==> src/rtl/wdf_pkg.sv <==
// ----------------------------------------------------------------------------
// WebSocket deframer package
// Shared beat types, result kind codes and the default queue depth.
// ----------------------------------------------------------------------------
package wdf_pkg;

  // Result kind codes.
  localparam logic [1:0] KIND_HEADER = 2'd0;
  localparam logic [1:0] KIND_DATA   = 2'd1;
  localparam logic [1:0] KIND_TRUNC  = 2'd2;

  // Default depth of the queue between the parser and the result stage.
  localparam int unsigned QUEUE_DEPTH = 4;

  // One input beat: a raw byte of the received buffer.
  typedef struct packed {
    logic [7:0] in_byte;
    logic       end_of_buffer;
  } wdf_in_t;

  // One result beat.
  typedef struct packed {
    logic [1:0]  result_kind;
    logic        fin_flag;
    logic [3:0]  frame_opcode;
    logic        masked_flag;
    logic [63:0] payload_length;
    logic [3:0]  header_length;
    logic [7:0]  data_byte;
    logic        frame_end;
  } wdf_out_t;

  // Work handed from the parser to the result stage for one input byte:
  // an optional header or data result, then an optional truncation error.
  typedef struct packed {
    logic     has_result;
    logic     has_error;
    wdf_out_t result;
  } wdf_cmd_t;

endpackage

==> src/rtl/websocket_frame_deframer_top.sv <==
// A result beat is registered in the queue and then in the output register.
// Throughput: one byte per cycle while the queue has room; the result stage
// gives one beat per cycle while the output is not stalled, so a byte that
// yields two beats (result plus truncation) occupies it for both. The command
// queue of QueueDepth entries absorbs that and output stalls.
// Reset: rst_ni clears the parser to idle and empties queue and output register.
// ----------------------------------------------------------------------------
// WebSocket frame deframer
// Parses received frame bytes into header and unmasked payload beats.
// ----------------------------------------------------------------------------
module websocket_frame_deframer_top
  import wdf_pkg::*;
#(
  parameter int unsigned QueueDepth = QUEUE_DEPTH
) (
  input  logic     clk_i,
  input  logic     rst_ni,
  input  logic     in_valid_i,
  output logic     in_ready_o,
  input  wdf_in_t  in_data_i,
  output logic     out_valid_o,
  input  logic     out_ready_i,
  output wdf_out_t out_data_o
);

  logic     push, full, pop, empty;
  wdf_cmd_t push_cmd, pop_cmd;

  // Front: header parsing and unmasking.
  wdf_parser u_parser (
    .clk_i      (clk_i),
    .rst_ni     (rst_ni),
    .in_valid_i (in_valid_i),
    .in_ready_o (in_ready_o),
    .in_data_i  (in_data_i),
    .push_o     (push),
    .push_cmd_o (push_cmd),
    .full_i     (full)
  );

  // Queue between the two sides.
  wdf_queue #(
    .Depth (QueueDepth)
  ) u_queue (
    .clk_i      (clk_i),
    .rst_ni     (rst_ni),
    .push_i     (push),
    .push_cmd_i (push_cmd),
    .full_o     (full),
    .pop_i      (pop),
    .empty_o    (empty),
    .pop_cmd_o  (pop_cmd)
  );

  // Back: result beats.
  wdf_emitter u_emitter (
    .clk_i       (clk_i),
    .rst_ni      (rst_ni),
    .empty_i     (empty),
    .cmd_i       (pop_cmd),
    .pop_o       (pop),
    .out_valid_o (out_valid_o),
    .out_ready_i (out_ready_i),
    .out_data_o  (out_data_o)
  );

endmodule

==> src/rtl/wdf_parser.sv <==
// ----------------------------------------------------------------------------
// WebSocket deframer parser
// Walks the frame header byte by byte, unmasks payload bytes and hands the
// results of each byte to the queue as one command.
// ----------------------------------------------------------------------------
module wdf_parser
  import wdf_pkg::*;
(
  input  logic     clk_i,
  input  logic     rst_ni,
  input  logic     in_valid_i,
  output logic     in_ready_o,
  input  wdf_in_t  in_data_i,
  output logic     push_o,
  output wdf_cmd_t push_cmd_o,
  input  logic     full_i
);

  typedef enum logic [2:0] {
    PH_IDLE  = 3'd0,
    PH_HDR1  = 3'd1,
    PH_EXT16 = 3'd2,
    PH_EXT64 = 3'd3,
    PH_KEY   = 3'd4,
    PH_DATA  = 3'd5
  } phase_e;

  // Header byte counts at which an extended length is complete.
  localparam logic [3:0] HDR_LEN_EXT16 = 4'd4;
  localparam logic [3:0] HDR_LEN_EXT64 = 4'd10;
  localparam logic [6:0] LEN_CODE_16   = 7'd126;
  localparam logic [6:0] LEN_CODE_64   = 7'd127;
  localparam logic [63:0] KEY_BYTES    = 64'd4;

  phase_e      phase_q, phase_d;
  logic [3:0]  hc_q, hc_d;
  logic        fin_q, fin_d;
  logic [3:0]  opc_q, opc_d;
  logic        mask_q, mask_d;
  logic [63:0] len_q, len_d;
  logic [31:0] key_q, key_d;
  logic [63:0] pc_q, pc_d;

  logic       accept;
  logic       after_len;
  logic       hdr_done;
  logic [7:0] b;
  logic [7:0] key_byte;
  wdf_cmd_t   cmd;

  assign in_ready_o = ~full_i;
  assign accept     = in_valid_i & ~full_i;
  assign b          = in_data_i.in_byte;
  // Key byte at payload position modulo four, most significant first.
  assign key_byte   = key_q[{~pc_q[1:0], 3'b000} +: 8];

  // Next-state and result logic for one byte.
  always_comb begin
    phase_d   = phase_q;
    hc_d      = hc_q;
    fin_d     = fin_q;
    opc_d     = opc_q;
    mask_d    = mask_q;
    len_d     = len_q;
    key_d     = key_q;
    pc_d      = pc_q;
    after_len = 1'b0;
    hdr_done  = 1'b0;
    cmd       = '0;

    case (phase_q)
      PH_HDR1: begin
        mask_d = b[7];
        hc_d   = 4'd2;
        if (b[6:0] == LEN_CODE_16) begin
          len_d   = '0;
          phase_d = PH_EXT16;
        end else if (b[6:0] == LEN_CODE_64) begin
          len_d   = '0;
          phase_d = PH_EXT64;
        end else begin
          len_d     = {57'd0, b[6:0]};
          after_len = 1'b1;
        end
      end
      PH_EXT16, PH_EXT64: begin
        len_d = {len_q[55:0], b};
        hc_d  = hc_q + 4'd1;
        if (hc_d == ((phase_q == PH_EXT16) ? HDR_LEN_EXT16 : HDR_LEN_EXT64)) begin
          after_len = 1'b1;
        end
      end
      PH_KEY: begin
        key_d = {key_q[23:0], b};
        hc_d  = hc_q + 4'd1;
        pc_d  = pc_q + 64'd1;
        if (pc_d >= KEY_BYTES) begin
          hdr_done = 1'b1;
        end
      end
      PH_DATA: begin
        pc_d                     = pc_q + 64'd1;
        cmd.has_result           = 1'b1;
        cmd.result.result_kind   = KIND_DATA;
        cmd.result.data_byte     = b ^ key_byte;
        cmd.result.frame_end     = (pc_d == len_q);
        if (pc_d == len_q) begin
          phase_d = PH_IDLE;
        end
      end
      default: begin
        fin_d   = b[7];
        opc_d   = b[3:0];
        mask_d  = 1'b0;
        len_d   = '0;
        key_d   = '0;
        pc_d    = '0;
        hc_d    = 4'd1;
        phase_d = PH_HDR1;
      end
    endcase

    // Length known: a masked frame still needs its key.
    if (after_len) begin
      if (mask_d) begin
        phase_d = PH_KEY;
        pc_d    = '0;
      end else begin
        hdr_done = 1'b1;
      end
    end

    // Header complete: a zero-length frame ends here.
    if (hdr_done) begin
      cmd.has_result         = 1'b1;
      cmd.result.result_kind = KIND_HEADER;
      cmd.result.frame_end   = (len_d == '0);
      pc_d                   = '0;
      phase_d                = (len_d == '0) ? PH_IDLE : PH_DATA;
    end

    // Fields common to header and data results come from the updated state.
    cmd.result.fin_flag       = fin_d;
    cmd.result.frame_opcode   = opc_d;
    cmd.result.masked_flag    = mask_d;
    cmd.result.payload_length = len_d;
    cmd.result.header_length  = hc_d;

    // Buffer ended inside a frame: report truncation and start over.
    if (in_data_i.end_of_buffer && (phase_d != PH_IDLE)) begin
      cmd.has_error = 1'b1;
      phase_d       = PH_IDLE;
      hc_d          = '0;
      fin_d         = 1'b0;
      opc_d         = '0;
      mask_d        = 1'b0;
      len_d         = '0;
      key_d         = '0;
      pc_d          = '0;
    end
  end

  assign push_o     = accept & (cmd.has_result | cmd.has_error);
  assign push_cmd_o = cmd;

  // Parser state.
  always_ff @(posedge clk_i or negedge rst_ni) begin
    if (!rst_ni) begin
      phase_q <= PH_IDLE;
      hc_q    <= '0;
      fin_q   <= 1'b0;
      opc_q   <= '0;
      mask_q  <= 1'b0;
      len_q   <= '0;
      key_q   <= '0;
      pc_q    <= '0;
    end else if (accept) begin
      phase_q <= phase_d;
      hc_q    <= hc_d;
      fin_q   <= fin_d;
      opc_q   <= opc_d;
      mask_q  <= mask_d;
      len_q   <= len_d;
      key_q   <= key_d;
      pc_q    <= pc_d;
    end
  end

endmodule

==> src/rtl/wdf_queue.sv <==
// ----------------------------------------------------------------------------
// WebSocket deframer command queue
// Small first-in first-out queue that lets parser and result stage stall apart.
// ----------------------------------------------------------------------------
module wdf_queue
  import wdf_pkg::*;
#(
  parameter int unsigned Depth = QUEUE_DEPTH
) (
  input  logic     clk_i,
  input  logic     rst_ni,
  input  logic     push_i,
  input  wdf_cmd_t push_cmd_i,
  output logic     full_o,
  input  logic     pop_i,
  output logic     empty_o,
  output wdf_cmd_t pop_cmd_o
);

  localparam int unsigned PtrW = (Depth > 1) ? $clog2(Depth) : 1;
  localparam int unsigned CntW = $clog2(Depth + 1);
  localparam logic [PtrW-1:0] LastPtr = PtrW'(Depth - 1);
  localparam logic [CntW-1:0] FullCnt = CntW'(Depth);

  wdf_cmd_t        entries_q [Depth];
  logic [PtrW-1:0] wr_ptr_q, rd_ptr_q;
  logic [CntW-1:0] count_q;
  logic            do_push, do_pop;

  assign full_o    = (count_q == FullCnt);
  assign empty_o   = (count_q == '0);
  assign do_push   = push_i & ~full_o;
  assign do_pop    = pop_i & ~empty_o;
  assign pop_cmd_o = entries_q[rd_ptr_q];

  // Entry storage.
  always_ff @(posedge clk_i) begin
    if (do_push) begin
      entries_q[wr_ptr_q] <= push_cmd_i;
    end
  end

  // Pointers and fill count.
  always_ff @(posedge clk_i or negedge rst_ni) begin
    if (!rst_ni) begin
      wr_ptr_q <= '0;
      rd_ptr_q <= '0;
      count_q  <= '0;
    end else begin
      if (do_push) begin
        wr_ptr_q <= (wr_ptr_q == LastPtr) ? '0 : wr_ptr_q + PtrW'(1);
      end
      if (do_pop) begin
        rd_ptr_q <= (rd_ptr_q == LastPtr) ? '0 : rd_ptr_q + PtrW'(1);
      end
      if (do_push && !do_pop) begin
        count_q <= count_q + CntW'(1);
      end else if (do_pop && !do_push) begin
        count_q <= count_q - CntW'(1);
      end
    end
  end

endmodule

==> src/rtl/wdf_emitter.sv <==
// ----------------------------------------------------------------------------
// WebSocket deframer result stage
// Turns each queued command into one or two result beats in an output register.
// ----------------------------------------------------------------------------
module wdf_emitter
  import wdf_pkg::*;
(
  input  logic     clk_i,
  input  logic     rst_ni,
  input  logic     empty_i,
  input  wdf_cmd_t cmd_i,
  output logic     pop_o,
  output logic     out_valid_o,
  input  logic     out_ready_i,
  output wdf_out_t out_data_o
);

  logic     out_valid_q;
  wdf_out_t out_q;
  logic     err_pend_q;
  logic     load;
  wdf_out_t err_beat;

  // Truncation beat: all fields zero but kind and frame end.
  always_comb begin
    err_beat             = '0;
    err_beat.result_kind = KIND_TRUNC;
    err_beat.frame_end   = 1'b1;
  end

  assign load        = ~out_valid_q | out_ready_i;
  assign pop_o       = load & ~err_pend_q & ~empty_i;
  assign out_valid_o = out_valid_q;
  assign out_data_o  = out_q;

  // Output register; a pending error goes out before the next command.
  always_ff @(posedge clk_i or negedge rst_ni) begin
    if (!rst_ni) begin
      out_valid_q <= 1'b0;
      err_pend_q  <= 1'b0;
      out_q       <= '0;
    end else if (load) begin
      if (err_pend_q) begin
        out_valid_q <= 1'b1;
        out_q       <= err_beat;
        err_pend_q  <= 1'b0;
      end else if (!empty_i) begin
        out_valid_q <= 1'b1;
        if (cmd_i.has_result) begin
          out_q      <= cmd_i.result;
          err_pend_q <= cmd_i.has_error;
        end else begin
          out_q <= err_beat;
        end
      end else begin
        out_valid_q <= 1'b0;
      end
    end
  end

endmodule

==> config.mk <==
export PLATFORM = sky130hd
export DESIGN_NAME = websocket_frame_deframer_top
export DESIGN_NICKNAME = d
export VERILOG_FILES = /design/src/rtl/wdf_pkg.sv /design/src/rtl/websocket_frame_deframer_top.sv /design/src/rtl/wdf_parser.sv /design/src/rtl/wdf_queue.sv /design/src/rtl/wdf_emitter.sv
export SDC_FILE = /design/constraint.sdc
export NUM_CORES = 1
export LEC_CHECK = 0
export BUFFER_PORTS_ARGS = -buffer_cell sky130_fd_sc_hd__buf_2
export CAP_MARGIN = 20
export CELL_PAD_IN_SITES_DETAIL_PLACEMENT = 0
export CELL_PAD_IN_SITES_GLOBAL_PLACEMENT = 2
export CORE_UTILIZATION = 45
export DETAILED_ROUTE_END_ITERATION = 16
export PLACE_DENSITY_LB_ADDON = 0.1
export SYNTH_ARGS = -nofsm -noshare
export SYNTH_HDL_FRONTEND = slang
export SYNTH_SLANG_ARGS = --single-unit
==> constraint.sdc <==
create_clock -name clk_i -period 8.4 [get_ports clk_i]
set_clock_uncertainty 0.1 [all_clocks]
set_input_delay 0.84 -clock clk_i [delete_from_list [all_inputs] [get_ports clk_i]]
set_output_delay 0.84 -clock clk_i [all_outputs]
set_load 0.01 [all_outputs]
==> results of run 1 <==
power by group through the flow:
stage               Sequential, mW  Combinational, mW  Clock, mW
floorplan                     4.18               1.83          0
finish                        4.23               2.70       3.06
CTS                           4.23               2.73       3.13
global route                  4.30               2.91       3.25
detailed placement            4.29               2.73          0
global placement              4.26               2.70          0
critical path, cell delays in order (launching register included):
cell	delay [ns]
dfrtp_1	0.60
nand4_2	0.45
nor4_4	0.87
nand2_1	0.47
nor4_1	1.04
nor2_1	0.08
a2111oi_0	0.78
o2111ai_1	0.47
nor4_1	0.36
buf_4	0.16
o21ai_1	0.05
a22o_1	0.27
o31ai_4	0.37
a41oi_2	0.30
ha_1	0.32
inv_1	0.09
fa_1	0.42
mux2_2	0.27
final cells by class:
type	count	share of cell area, %
clock buffer	92	5.98
inverter	32	0.371
multi-input combinational	1362	33.8
timing repair buffer	144	2.84
tap	846	3.27
sequential	611	52.6
clock inverter	36	1.18
metrics by stage:
| stage | hold WS, ns | power, mW | setup WS, ns | instances |
|---|---|---|---|---|
| 3_3_place_gp | 0.346 | 6.96 | 1.18 | 2991 |
| 6_report | 0.0925 | 9.99 | 0.776 | 3123 |
| 3_5_place_dp | 0.359 | 7.01 | 1.12 | 2992 |
| 4_1_cts | 0.106 | 10.1 | 1.09 | 3120 |
| 5_1_grt | 0.111 | 10.5 | 0.622 | 3123 |
| 2_1_floorplan | 0.333 | 6.01 | 1.96 | 2188 |
path summary, 6_finish.rpt:
path | start | end | slack, ns
worst max-delay path | u_parser.pc_q[7] | u_queue.count_q[1] | 0.78
worst min-delay path | rst_ni | u_emitter.out_data_o[81] | 0.09
worst max register to register | u_parser.pc_q[7] | u_queue.count_q[1] | 0.78
worst min register to register | u_parser.opc_q[3] | u_parser.opc_q[3] | 0.37
max in group asynchronous | rst_ni | u_parser.len_q[37] | 6.58
min in group clk_i | u_parser.opc_q[3] | u_parser.opc_q[3] | 0.37
synth_stat cells, drive strengths merged (21+ instances only):
master  instances  area (sq um)
a21oi          33           165
a31oi          38           238
clkbuf        102           383
dfrtp         267          6680
inv            32           120
o21ai          49           249
nor2           78           295
nand2         141           532
a32o           34           340
a22o          219          1920
nor4           82           587
mux4           94          2120
and2           21           131
nor3           52           277
nand4          62           413
xor2           26           228
edfxtp        344         10300
buf            81           465
xnor2          51           447
nand3          97           500
metal layers:
layer	track usage [%]	vias up	part of all wire, %
met5	0	-	0
met4	9.41	0	3.1
met3	4.81	157	6.5
met2	44.0	796	45
met1	43.1	10600	45
li1	-	8791	-
flip-flops by register name (all words and copies together) (netlist names):
register	flops
u_parser.mask_q	1
u_parser.len_q	64
u_queue.rd_ptr_q	2
u_parser.fin_q	1
u_queue.wr_ptr_q	2
u_queue.count_q	3
u_emitter.out_data_o	85
u_parser.key_q	32
u_parser.hc_q	4
u_parser.pc_q	64
u_queue.entries_q	344
u_emitter.err_pend_q	1
u_emitter.out_valid_o	1
u_parser.phase_q	3
u_parser.opc_q	4
cell families after synthesis:
group	Yosys count	share of synthesized area, %
simple gates	658	12.7
flops	611	58.9
compound gates	498	13.8
buf+inv	215	3.36
mux	115	8.10
xor+xnor	81	2.65
fa+ha+maj	10	0.460
==> metrics.md, run 1 <==
| Metric | Value |
|---|---|
| Routability cong. | `0.931` |
| Synth unique cells | `93` |
| Multi-input logic area | `10900 sq um` |
| DRT antenna net count | `0` |
| HP Class | `primary input to async pin` |
| Post-CTS Resized | `0` |
| Register bit total from synthesis | `611` |
| Drt total wl | `94.2 mm` |
| Clock buffer count from CTS | `69` |
| Utilization after layout | `51.2%` |
| Pin count of the biggest net entering global routing | `87` |
| IO Count | `100` |
| NetSw | `3.30 mW` |
| Slew @ Worst Pin | `1.10 ns` |
| # clock sinks | `611` |
| Final Hold Vio Count | `0` |
| Port bufs | `99` |
| Initial antenna violation count | `0` |
| Status | `complete, no violations` |
| Worst Path Required | `8.78 ns` |
| Seq pwr share | `42.3%` |
| Vias | `20400` |
| Ant. Diodes | `0` |
| Worst Path Arrival | `8.00 ns` |
| Worst-case clock buffer depth | `3` |
| DRC Markers | `0` |
| CTS tree | `done` |
| Gr usage total | `29.2%` |
| Post-route cell area | `32400 sq um` |
| Kind of critical path | `register to register` |
| Dpl hpwl | `64.8 mm` |
| DIE WIDTH | `255 microns` |
| Switching Share | `33.0%` |
| CTS H-tree depth | `3` |
| Clk Latency, worst-skew pair | `0.62 ns` |
| Sequential fraction of the synthesis area | `58.9%` |
| Dominant synthesized flop cell | `edfxtp_1` |
| Synthesized cell area | `28900 sq um` |
| Vias per cell | `6.52` |
| Seq. cell area | `17000 sq um` |
| Syn nets | `2211` |
| Final setup fails | `0` |
| Final Critical Period | `7.62 ns` |
| Avg Inst Size Synth | `13.2 sq um` |
| Initial Utilization | `45.7%` |
| Setup_tns | `0 ns` |
| Cell count after synthesis | `2188` |
| CORE AREA | `63200 sq um` |
| DRT Pass-1 Iters | `5` |
| Worst-path clk slew | `0.07 ns` |
| First-pass GRT wire length | `138 mm` |
| Leak pwr | `12.0 nW` |
| Iter 0 DRT Violations | `1954` |
| Root buf cell | `clkbuf_16` |
| Hold Buf Count CTS | `0` |
| Post-synth EDFFs | `344` |
| Worst-path maximum fanout | `14` |
| Commonest cells after routing, fill and taps aside | `344 x edfxtp_1, 265 x dfrtp_1, 219 x a22o_1, 139 x nand2_1, 100 x buf_2` |
| RSZ-0062 raised after global routing | `false` |
| Placed Area | `30000 sq um` |
| Most common cell after layout, fill and taps aside | `edfxtp_1` |
| FP Rows | `92` |
| Global route overflow | `0` |
| Ys Warns | `0` |
| Async set or reset register ratio after synthesis | `43.7%` |
| Worst vdd ir | `0.190 mV` |
| Worst-case reg-to-reg path depth | `17` |
| Fill cells | `5384` |
| Crit end category | `register` |
| Die footprint | `65200 sq um` |
| Layout cell share with drive strength beyond 1 | `18.2%` |
| Crit share post-route | `90.8%` |
| Final net count | `2243` |
| Setup bufs post-CTS | `0` |
| Startpoint types | `register` |
| Max Cap Viol | `0` |
| Max-slew violation count | `0` |
| Top achievable clock speed | `0.131 GHz` |
| Area grow syn2layout | `12.1%` |
| Cell Int Power | `6.69 mW` |
| Logic pwr share | `27.1%` |
| Power per cell area | `309 nW/um^2` |
| Die height | `255 microns` |
| WL/cell | `30.2 microns` |
| Clock group share of total power | `30.6%` |
| Relative slew slack | `25.7%` |
| Vias in the first global route | `19700` |
Note: power is estimated with default switching activity, not from simulation.
==> run 2: changes to the inputs <==
--- a/config.mk
+++ b/config.mk
@@ -9,9 +9,10 @@
 export CAP_MARGIN = 20
 export CELL_PAD_IN_SITES_DETAIL_PLACEMENT = 0
 export CELL_PAD_IN_SITES_GLOBAL_PLACEMENT = 2
-export CORE_UTILIZATION = 45
+export CORE_UTILIZATION = 43
 export DETAILED_ROUTE_END_ITERATION = 16
 export PLACE_DENSITY_LB_ADDON = 0.1
 export SYNTH_ARGS = -nofsm -noshare
 export SYNTH_HDL_FRONTEND = slang
+export SYNTH_HIERARCHICAL = 1
 export SYNTH_SLANG_ARGS = --single-unit
==> run 2 against run 1 <==
Compared with the run above: die area up 13%; clock power increased by 4%; via count is 15% higher; critical path type unchanged; fmax grew 0.12%; utilization shrank 2.4 points; total power rose by 8.4%; highest routed layer unchanged; non-clock buffer count rose by 26; hold slack improved by 0.0066 ns; count of clock-buffer cells in the layout is 2 higher.
==> metrics.md, run 2 <==
| Metric | Value |
|---|---|
| Dpl ws | `0.924 ns (was 1.12 ns)` |
| Final net count | `2705 (was 2243)` |
| R2R Setup Slk | `0.78 ns (about the same)` |
| Vias per cell | `6.36 (was 6.52)` |
| Gr usage total | `29.7% (was 29.2%)` |
| Largest register FFs | `348 (was 344)` |
| Switching Share | `34.8% (was 33.0%)` |
| NetSw | `3.77 mW (was 3.30 mW)` |
| Worst-path maximum fanout | `31 (was 14)` |
| Commonest cells after routing, fill and taps aside | `348 x edfxtp_1, 265 x dfrtp_1, 248 x nand2_1, 168 x nor2_1, 124 x a22o_1 (was 344 x edfxtp_1, 265 x dfrtp_1, 219 x a22o_1, 139 x nand2_1, 100 x buf_2)` |
| Port bufs | `99 (unchanged)` |
| Drt total wl | `110 mm (was 94.2 mm)` |
| Met1 Resource Use GR | `43.7% (was 43.1%)` |
| Clock group share of total power | `29.4% (was 30.6%)` |
| GR met2 Demand/Resource | `46.1% (was 44.0%)` |
| DRT antenna net count | `0 (unchanged)` |
| Worst-case reg-to-reg path depth | `15 (was 17)` |
| Syn nets | `2698 (was 2211)` |
| First-pass GRT wire length | `161 mm (was 138 mm)` |
| Pin count of the biggest net entering global routing | `115 (was 87)` |
| Crit. Startpoint | `u_parser/pc_q[1] (was u_parser.pc_q[7])` |
| Synth unique cells | `98 (was 93)` |
| HP Class | `primary input to async pin (unchanged)` |
| Cell Int Power | `7.07 mW (was 6.69 mW)` |
| Iter 0 DRT Violations | `2413 (was 1954)` |
| Kind of critical path | `register to register (unchanged)` |
| Most common cell after layout, fill and taps aside | `edfxtp_1 (unchanged)` |
| CP delay by family, top | `simple AND/OR/NAND/NOR gates (unchanged)` |
| CP cell instances | `ha_1 -> nand4_2 -> nor4_4 -> nand3_1 -> xnor2_1 -> nor3b_1 -> o211ai_1 -> nor4_1 -> a311o_2 -> nand2_2 -> a211oi_4 -> a21o_1 -> nor2b_1 -> and2_4 -> buf_4 (was nand4_2 -> nor4_4 -> nand2_1 -> nor4_1 -> nor2_1 -> a2111oi_0 -> o2111ai_1 -> nor4_1 -> buf_4 -> o21ai_1 -> a22o_1 -> o31ai_4 -> a41oi_2 -> ha_1 -> inv_1 -> fa_1 -> mux2_2)` |
| Worst vdd ir | `0.341 mV (was 0.190 mV)` |
| WL/cell | `29.7 microns (was 30.2 microns)` |
| Max-slew violation count | `0 (unchanged)` |
| Min Hold Slack | `0.0990 ns (was 0.0925 ns)` |
| Power per cell area | `310 nW/um^2 (was 309 nW/um^2)` |
| CP max stage cell | `nor4_1 (unchanged)` |
| Async set or reset register ratio after synthesis | `43.4% (was 43.7%)` |
| Vias | `23500 (was 20400)` |
| Startpoint types | `register (unchanged)` |
| RSZ-0062 raised after global routing | `false (unchanged)` |
| Initial antenna violation count | `2 (was 0)` |
| Post-synth EDFFs | `348 (was 344)` |
| Final setup fails | `0 (unchanged)` |
| Die height | `271 microns (was 255 microns)` |
| Synthesized cell area | `31200 sq um (was 28900 sq um)` |
| Slowest stage delay, CP | `0.81 ns (was 1.04 ns)` |
| Worst-case clock buffer depth | `3 (unchanged)` |
| Crit end category | `register (unchanged)` |
| Worst-path clk slew | `0.06 ns (was 0.07 ns)` |
| Tot Pwr | `10.8 mW (was 9.99 mW)` |
| Global route overflow | `0 (unchanged)` |
| Sequential fraction of the synthesis area | `54.9% (was 58.9%)` |
| Relative slew slack | `16.4% (was 25.7%)` |
| Vias in the first global route | `22700 (was 19700)` |
| Avg Inst Size Synth | `11.7 sq um (was 13.2 sq um)` |
| Seq pwr share | `40.8% (was 42.3%)` |
| WP buf/inv | `1 (was 2)` |
| FP Rows | `98 (was 92)` |
| Register bit total from synthesis | `615 (was 611)` |
| CTS H-tree depth | `3 (unchanged)` |
| Post-CTS Resized | `0 (unchanged)` |
| Synth area leader | `edfxtp_1 (unchanged)` |
| Gr busiest metal | `met2 (unchanged)` |
| Setup_tns | `0 ns (unchanged)` |
| Met3 Use GR | `3.47% (was 4.81%)` |
| Clk Latency, worst-skew pair | `0.63 ns (was 0.62 ns)` |
| CTS tree | `done (unchanged)` |
| Synth top cells by count | `348 x edfxtp_1, 267 x dfrtp_1, 250 x nand2_1, 168 x nor2_1, 144 x clkbuf_1 (was 344 x edfxtp_1, 267 x dfrtp_1, 219 x a22o_1, 140 x nand2_1, 102 x clkbuf_1)` |
| Routability cong. | `1.01 (was 0.931)` |
| # clock sinks | `615 (was 611)` |
| Logic pwr share | `29.8% (was 27.1%)` |
| Reg2reg end | `u_queue/entries_q[3][27] (was u_queue.count_q[1])` |
| Most flop-heavy register | `u_queue/entries_q (was u_queue.entries_q)` |
| Die footprint | `73700 sq um (was 65200 sq um)` |
| Slew @ Worst Pin | `1.24 ns (was 1.10 ns)` |
| Leak pwr | `12.9 nW (was 12.0 nW)` |
| Initial Utilization | `43.6% (was 45.7%)` |
| Ys Warns | `6 (was 0)` |
| DIE WIDTH | `271 microns (was 255 microns)` |
| Max Cap Viol | `0 (unchanged)` |
| Utilization after layout | `48.8% (was 51.2%)` |
| DRT Pass-1 Iters | `7 (was 5)` |
| IO Count | `100 (unchanged)` |
| Worst Path Arrival | `7.78 ns (was 8.00 ns)` |
| Critical Path Stages | `15 (was 17)` |
| Top achievable clock speed | `0.131 GHz (about the same)` |
| Most numerous cell in the Yosys netlist | `edfxtp_1 (unchanged)` |
| Worst Path Required | `8.56 ns (was 8.78 ns)` |
| Post-route cell area | `34900 sq um (was 32400 sq um)` |
| Cell count after synthesis | `2675 (was 2188)` |
| Dominant synthesized flop cell | `edfxtp_1 (unchanged)` |
| Placed insts | `3559 (was 2992)` |
| Setup bufs post-CTS | `0 (unchanged)` |
| Dpl hpwl | `77.6 mm (was 64.8 mm)` |
| Layout cell share with drive strength beyond 1 | `16.0% (was 18.2%)` |
| Crit share post-route | `90.7% (was 90.8%)` |
| DRC Markers | `0 (unchanged)` |
| Final Non-Filler Cells | `3690 (was 3123)` |
| Final Critical Period | `7.62 ns (about the same)` |
| Area share of the leading cell type in the synthesized netlist | `33.5% (was 35.8%)` |
| Final Hold Vio Count | `0 (unchanged)` |
| CORE AREA | `71600 sq um (was 63200 sq um)` |
| Clock buffer count from CTS | `70 (was 69)` |
| Status | `complete, no violations (unchanged)` |
| Worst Slack Setup Final | `0.785 ns (was 0.776 ns)` |
| Hold Buf Count CTS | `0 (unchanged)` |
| Root buf cell | `clkbuf_16 (unchanged)` |
| Synth top area cells | `edfxtp_1 33%, dfrtp_1 21%, mux4_2 6.9% (was edfxtp_1 36%, dfrtp_1 23%, mux4_2 7.3%)` |
| FF-to-FF Start | `u_parser/pc_q[1] (was u_parser.pc_q[7])` |
| Placed Area | `32500 sq um (was 30000 sq um)` |
| Area grow syn2layout | `12.0% (was 12.1%)` |
| Crit path to | `u_queue/entries_q[3][27] (was u_queue.count_q[1])` |
-- run 2: cell types whose count changed in the layout (fill, tap and decap cells not counted), moves of 25 or more --
cell     before  now
or2_1         0   30
buf_4        36   61
a32o_1       34    4
nor3_1       50   77
o41ai_1       3   29
nand2_1     139  248
a21oi_1      33   61
a22o_1      219  124
inv_1        31   75
nor2_1       75  168
nand4_1      58   95
o21ai_0      36   72
-- run 2: worst min-delay path by stage --
stage / end / slack [ns]
5_1_grt: u_emitter/out_valid_o / 0.15
4_1_cts: u_emitter/out_valid_o / 0.12
6_report: u_emitter/out_valid_o / 0.1
3_5_place_dp: u_emitter/out_data_o[83] / 0.39
3_3_place_gp: u_emitter/out_data_o[74] / 0.38
2_1_floorplan: u_parser/key_q[25] / 0.37
-- run 2: cell families after synthesis --
family                     after synthesis  synth area share [%]
AOI/OAI and AO/OA                      530                  12.7
xor gates and xnor gates               107                  3.23
adders and majority gates               10                 0.425
buffers and inverters                  315                  4.49
DFF                                    615                  54.9
muxes                                  135                  8.19
other                                    1                0.0120
and+or+nand+nor                        962                  16.0
-- run 2: layout make-up --
class                      instances  area (sq um)
clock buffer                      94          1920
timing repair buffer             170          1130
sequential                       615         17100
inverter                          80           300
tap                              950          1190
clock inverter                    35           513
antenna                            1          2.50
fill                            6378         36700
multi-input combinational       1745         12700
-- run 2: per-layer routing --
| metal | routed length (microns) | vias to the layer above |
|---|---|---|
| li1 | - | 10300 |
| met5 | 0 | - |
| met1 | 50100 | 12100 |
| met4 | 3290 | 0 |
| met2 | 50300 | 933 |
| met3 | 5880 | 176 |
-- run 2: power by group through the flow --
| stage | Combinational [mW] | Clock, mW | Sequential [mW] |
|---|---|---|---|
| 3_3_place_gp | 3.23 | 0 | 4.45 |
| 3_5_place_dp | 3.26 | 0 | 4.48 |
| 2_1_floorplan | 2.16 | 0 | 4.35 |
| 5_1_grt | 3.48 | 3.38 | 4.49 |
| 4_1_cts | 3.27 | 3.26 | 4.42 |
| 6_report | 3.23 | 3.18 | 4.42 |
==> run 3: changes to the inputs <==
--- a/config.mk
+++ b/config.mk
@@ -6,12 +6,13 @@
 export NUM_CORES = 1
 export LEC_CHECK = 0
 export BUFFER_PORTS_ARGS = -buffer_cell sky130_fd_sc_hd__buf_2
-export CAP_MARGIN = 20
+export CAP_MARGIN = 15
 export CELL_PAD_IN_SITES_DETAIL_PLACEMENT = 0
 export CELL_PAD_IN_SITES_GLOBAL_PLACEMENT = 2
 export CORE_UTILIZATION = 43
 export DETAILED_ROUTE_END_ITERATION = 16
-export PLACE_DENSITY_LB_ADDON = 0.1
+export GPL_ROUTABILITY_DRIVEN = 1
+export PLACE_DENSITY = 0.79
 export SYNTH_ARGS = -nofsm -noshare
 export SYNTH_HDL_FRONTEND = slang
 export SYNTH_HIERARCHICAL = 1
==> run 3 against run 2 <==
Compared with the run above: via count rose by 0.87%; first-iteration DRC count rose by 2.5%; fmax rose by 0.36%; critical endpoint is now u_queue/entries_q[2][65]; highest routed layer is now met5.
==> metrics.md, run 3 (synthesis results as in run 2) <==
| Metric | Value |
|---|---|
| Kind of critical path | `register to register (unchanged)` |
| Most flop-heavy register | `u_queue/entries_q (unchanged)` |
| Final Non-Filler Cells | `3685 (was 3690)` |
| CP delay by family, top | `simple AND/OR/NAND/NOR gates (unchanged)` |
| Fill cells | `6375 (was 6378)` |
| R2R Setup Slk | `0.81 ns (was 0.78 ns)` |
| DIE WIDTH | `271 microns (unchanged)` |
| Status | `complete, no violations (unchanged)` |
| CTS tree | `done (unchanged)` |
| HP Class | `primary input to async pin (unchanged)` |
| Power per cell area | `307 nW/um^2 (was 310 nW/um^2)` |
| Worst-path clk slew | `0.06 ns (about the same)` |
| WP buf/inv | `1 (unchanged)` |
| Most common cell after layout, fill and taps aside | `edfxtp_1 (unchanged)` |
| Leak pwr | `12.9 nW (about the same)` |
| Top achievable clock speed | `0.132 GHz (was 0.131 GHz)` |
| RSZ-0062 raised after global routing | `false (unchanged)` |
| CP max stage cell | `or4_1 (was nor4_1)` |
| CORE AREA | `71600 sq um (unchanged)` |
| Vias per cell | `6.42 (was 6.36)` |
| Dpl ws | `0.906 ns (was 0.924 ns)` |
| Worst vdd ir | `0.239 mV (was 0.341 mV)` |
| Tot Pwr | `10.7 mW (was 10.8 mW)` |
| Iter 0 DRT Violations | `2473 (was 2413)` |
| Min Hold Slack | `0.130 ns (was 0.0990 ns)` |
| Worst-case reg-to-reg path depth | `14 (was 15)` |
| Gr usage total | `29.3% (was 29.7%)` |
| CP cell instances | `nand4_1 -> or4_1 -> o31ai_1 -> nand2_1 -> nor3_1 -> o2111ai_1 -> nor4_1 -> a311o_2 -> nand2_2 -> a211oi_4 -> a21o_1 -> nor2b_1 -> and2_4 -> buf_12 (was ha_1 -> nand4_2 -> nor4_4 -> nand3_1 -> xnor2_1 -> nor3b_1 -> o211ai_1 -> nor4_1 -> a311o_2 -> nand2_2 -> a211oi_4 -> a21o_1 -> nor2b_1 -> and2_4 -> buf_4)` |
| Worst-case clock buffer depth | `3 (unchanged)` |
| Pin count of the biggest net entering global routing | `86 (was 115)` |
| Final Critical Period | `7.59 ns (was 7.62 ns)` |
| Placed insts | `3559 (unchanged)` |
| Slowest stage delay, CP | `1.00 ns (was 0.81 ns)` |
| FP Rows | `98 (unchanged)` |
| Vias in the first global route | `23100 (was 22700)` |
| IO Count | `100 (unchanged)` |
| WL/cell | `29.4 microns (was 29.7 microns)` |
| Worst Slack Setup Final | `0.812 ns (was 0.785 ns)` |
| Routability cong. | `0.980 (was 1.01)` |
| DRT Pass-1 Iters | `7 (unchanged)` |
| Area grow syn2layout | `11.6% (was 12.0%)` |
| Commonest cells after routing, fill and taps aside | `348 x edfxtp_1, 265 x dfrtp_1, 249 x nand2_1, 168 x nor2_1, 124 x a22o_1 (was 348 x edfxtp_1, 265 x dfrtp_1, 248 x nand2_1, 168 x nor2_1, 124 x a22o_1)` |
| Port bufs | `99 (unchanged)` |
| Crit path to | `u_queue/entries_q[2][65] (was u_queue/entries_q[3][27])` |
| Die height | `271 microns (unchanged)` |
| Drt total wl | `108 mm (was 110 mm)` |
| CTS H-tree depth | `3 (unchanged)` |
| Initial Utilization | `43.6% (unchanged)` |
| Crit end category | `register (unchanged)` |
| Relative slew slack | `22.2% (was 16.4%)` |
| Max Cap Viol | `0 (unchanged)` |
| Initial antenna violation count | `3 (was 2)` |
| Layout cell share with drive strength beyond 1 | `16.1% (was 16.0%)` |
| Worst Path Required | `8.60 ns (was 8.56 ns)` |
| DRT antenna net count | `0 (unchanged)` |
| First-pass GRT wire length | `160 mm (was 161 mm)` |
| Largest register FFs | `348 (unchanged)` |
| Dpl hpwl | `76.8 mm (was 77.6 mm)` |
| Root buf cell | `clkbuf_16 (unchanged)` |
| Clk Latency, worst-skew pair | `0.62 ns (was 0.63 ns)` |
| Final Hold Vio Count | `0 (unchanged)` |
| Startpoint types | `register (unchanged)` |
| Crit. Startpoint | `u_parser/pc_q[0] (was u_parser/pc_q[1])` |
| Vias | `23700 (was 23500)` |
| FF-to-FF Start | `u_parser/pc_q[0] (was u_parser/pc_q[1])` |
| Final net count | `2702 (was 2705)` |
| Setup bufs post-CTS | `0 (unchanged)` |
| Ant. Diodes | `0 (was 1)` |
| # clock sinks | `615 (unchanged)` |
| Reg2reg end | `u_queue/entries_q[2][65] (was u_queue/entries_q[3][27])` |
| Post-CTS Resized | `0 (unchanged)` |
| Max-slew violation count | `0 (unchanged)` |
| DRC Markers | `0 (unchanged)` |
| Global route overflow | `0 (unchanged)` |
| Hold Buf Count CTS | `0 (unchanged)` |
| Final setup fails | `0 (unchanged)` |
| Setup_tns | `0 ns (unchanged)` |
| Slew @ Worst Pin | `1.15 ns (was 1.24 ns)` |
| Die footprint | `73700 sq um (unchanged)` |
| Crit share post-route | `90.3% (was 90.7%)` |
| Worst-path maximum fanout | `42 (was 31)` |
| Worst Path Arrival | `7.79 ns (was 7.78 ns)` |
| Critical Path Stages | `14 (was 15)` |
| Clock buffer count from CTS | `68 (was 70)` |
==> run 3: per-stage QoR <==
stage               cell area, sq um  utilization (%)
floorplan                      31200                -
global placement               32500             45.4
detailed placement             32500             45.4
CTS                            34800             48.6
global route                   34800             48.6
finish                         34800             48.6
==> run 3: worst min path at each step <==
stage	slack [ns]	depth (start not counted)	from	to
final	0.13	1	rst_ni	u_queue/rd_ptr_q[1]
after CTS	0.12	1	rst_ni	u_emitter/out_data_o[21]
after floorplan	0.37	2	u_parser/key_q[25]	u_parser/key_q[25]
after global placement	0.38	1	u_emitter/out_data_o[82]	u_emitter/out_data_o[82]
after global routing	0.14	1	rst_ni	u_queue/rd_ptr_q[1]
after detailed placement	0.39	1	u_emitter/out_data_o[56]	u_emitter/out_data_o[56]
==> run 3: where the power goes <==
part | total [mW] | internal (mW) | leakage, nW | switching (mW)
Combinational | 3.22 | 1.25 | 4.92 | 1.98
Sequential | 4.43 | 3.94 | 6.82 | 0.487
Clock | 3.05 | 1.78 | 1.11 | 1.27
Total | 10.7 | 6.97 | 12.9 | 3.73
==> run 3: cell type report <==
cell class	instances	area [sq um]	area share (%)
sequential	615	17100	49.2
multi-input combinational	1745	12800	36.6
clock buffer	91	1870	5.37
tap	950	1190	3.41
timing repair buffer	169	1140	3.28
clock inverter	35	423	1.21
inverter	80	300	0.862
==> run 3: metal layers <==
metal  global-route usage (%)  vias to the layer above  share of wire (%)
met5                        0                        -              0.013
met2                     45.4                      979                 46
met1                     42.5                    12200                 45
met4                     10.2                        2                3.3
li1                         -                    10300                  -
met3                     3.87                      172                6.1
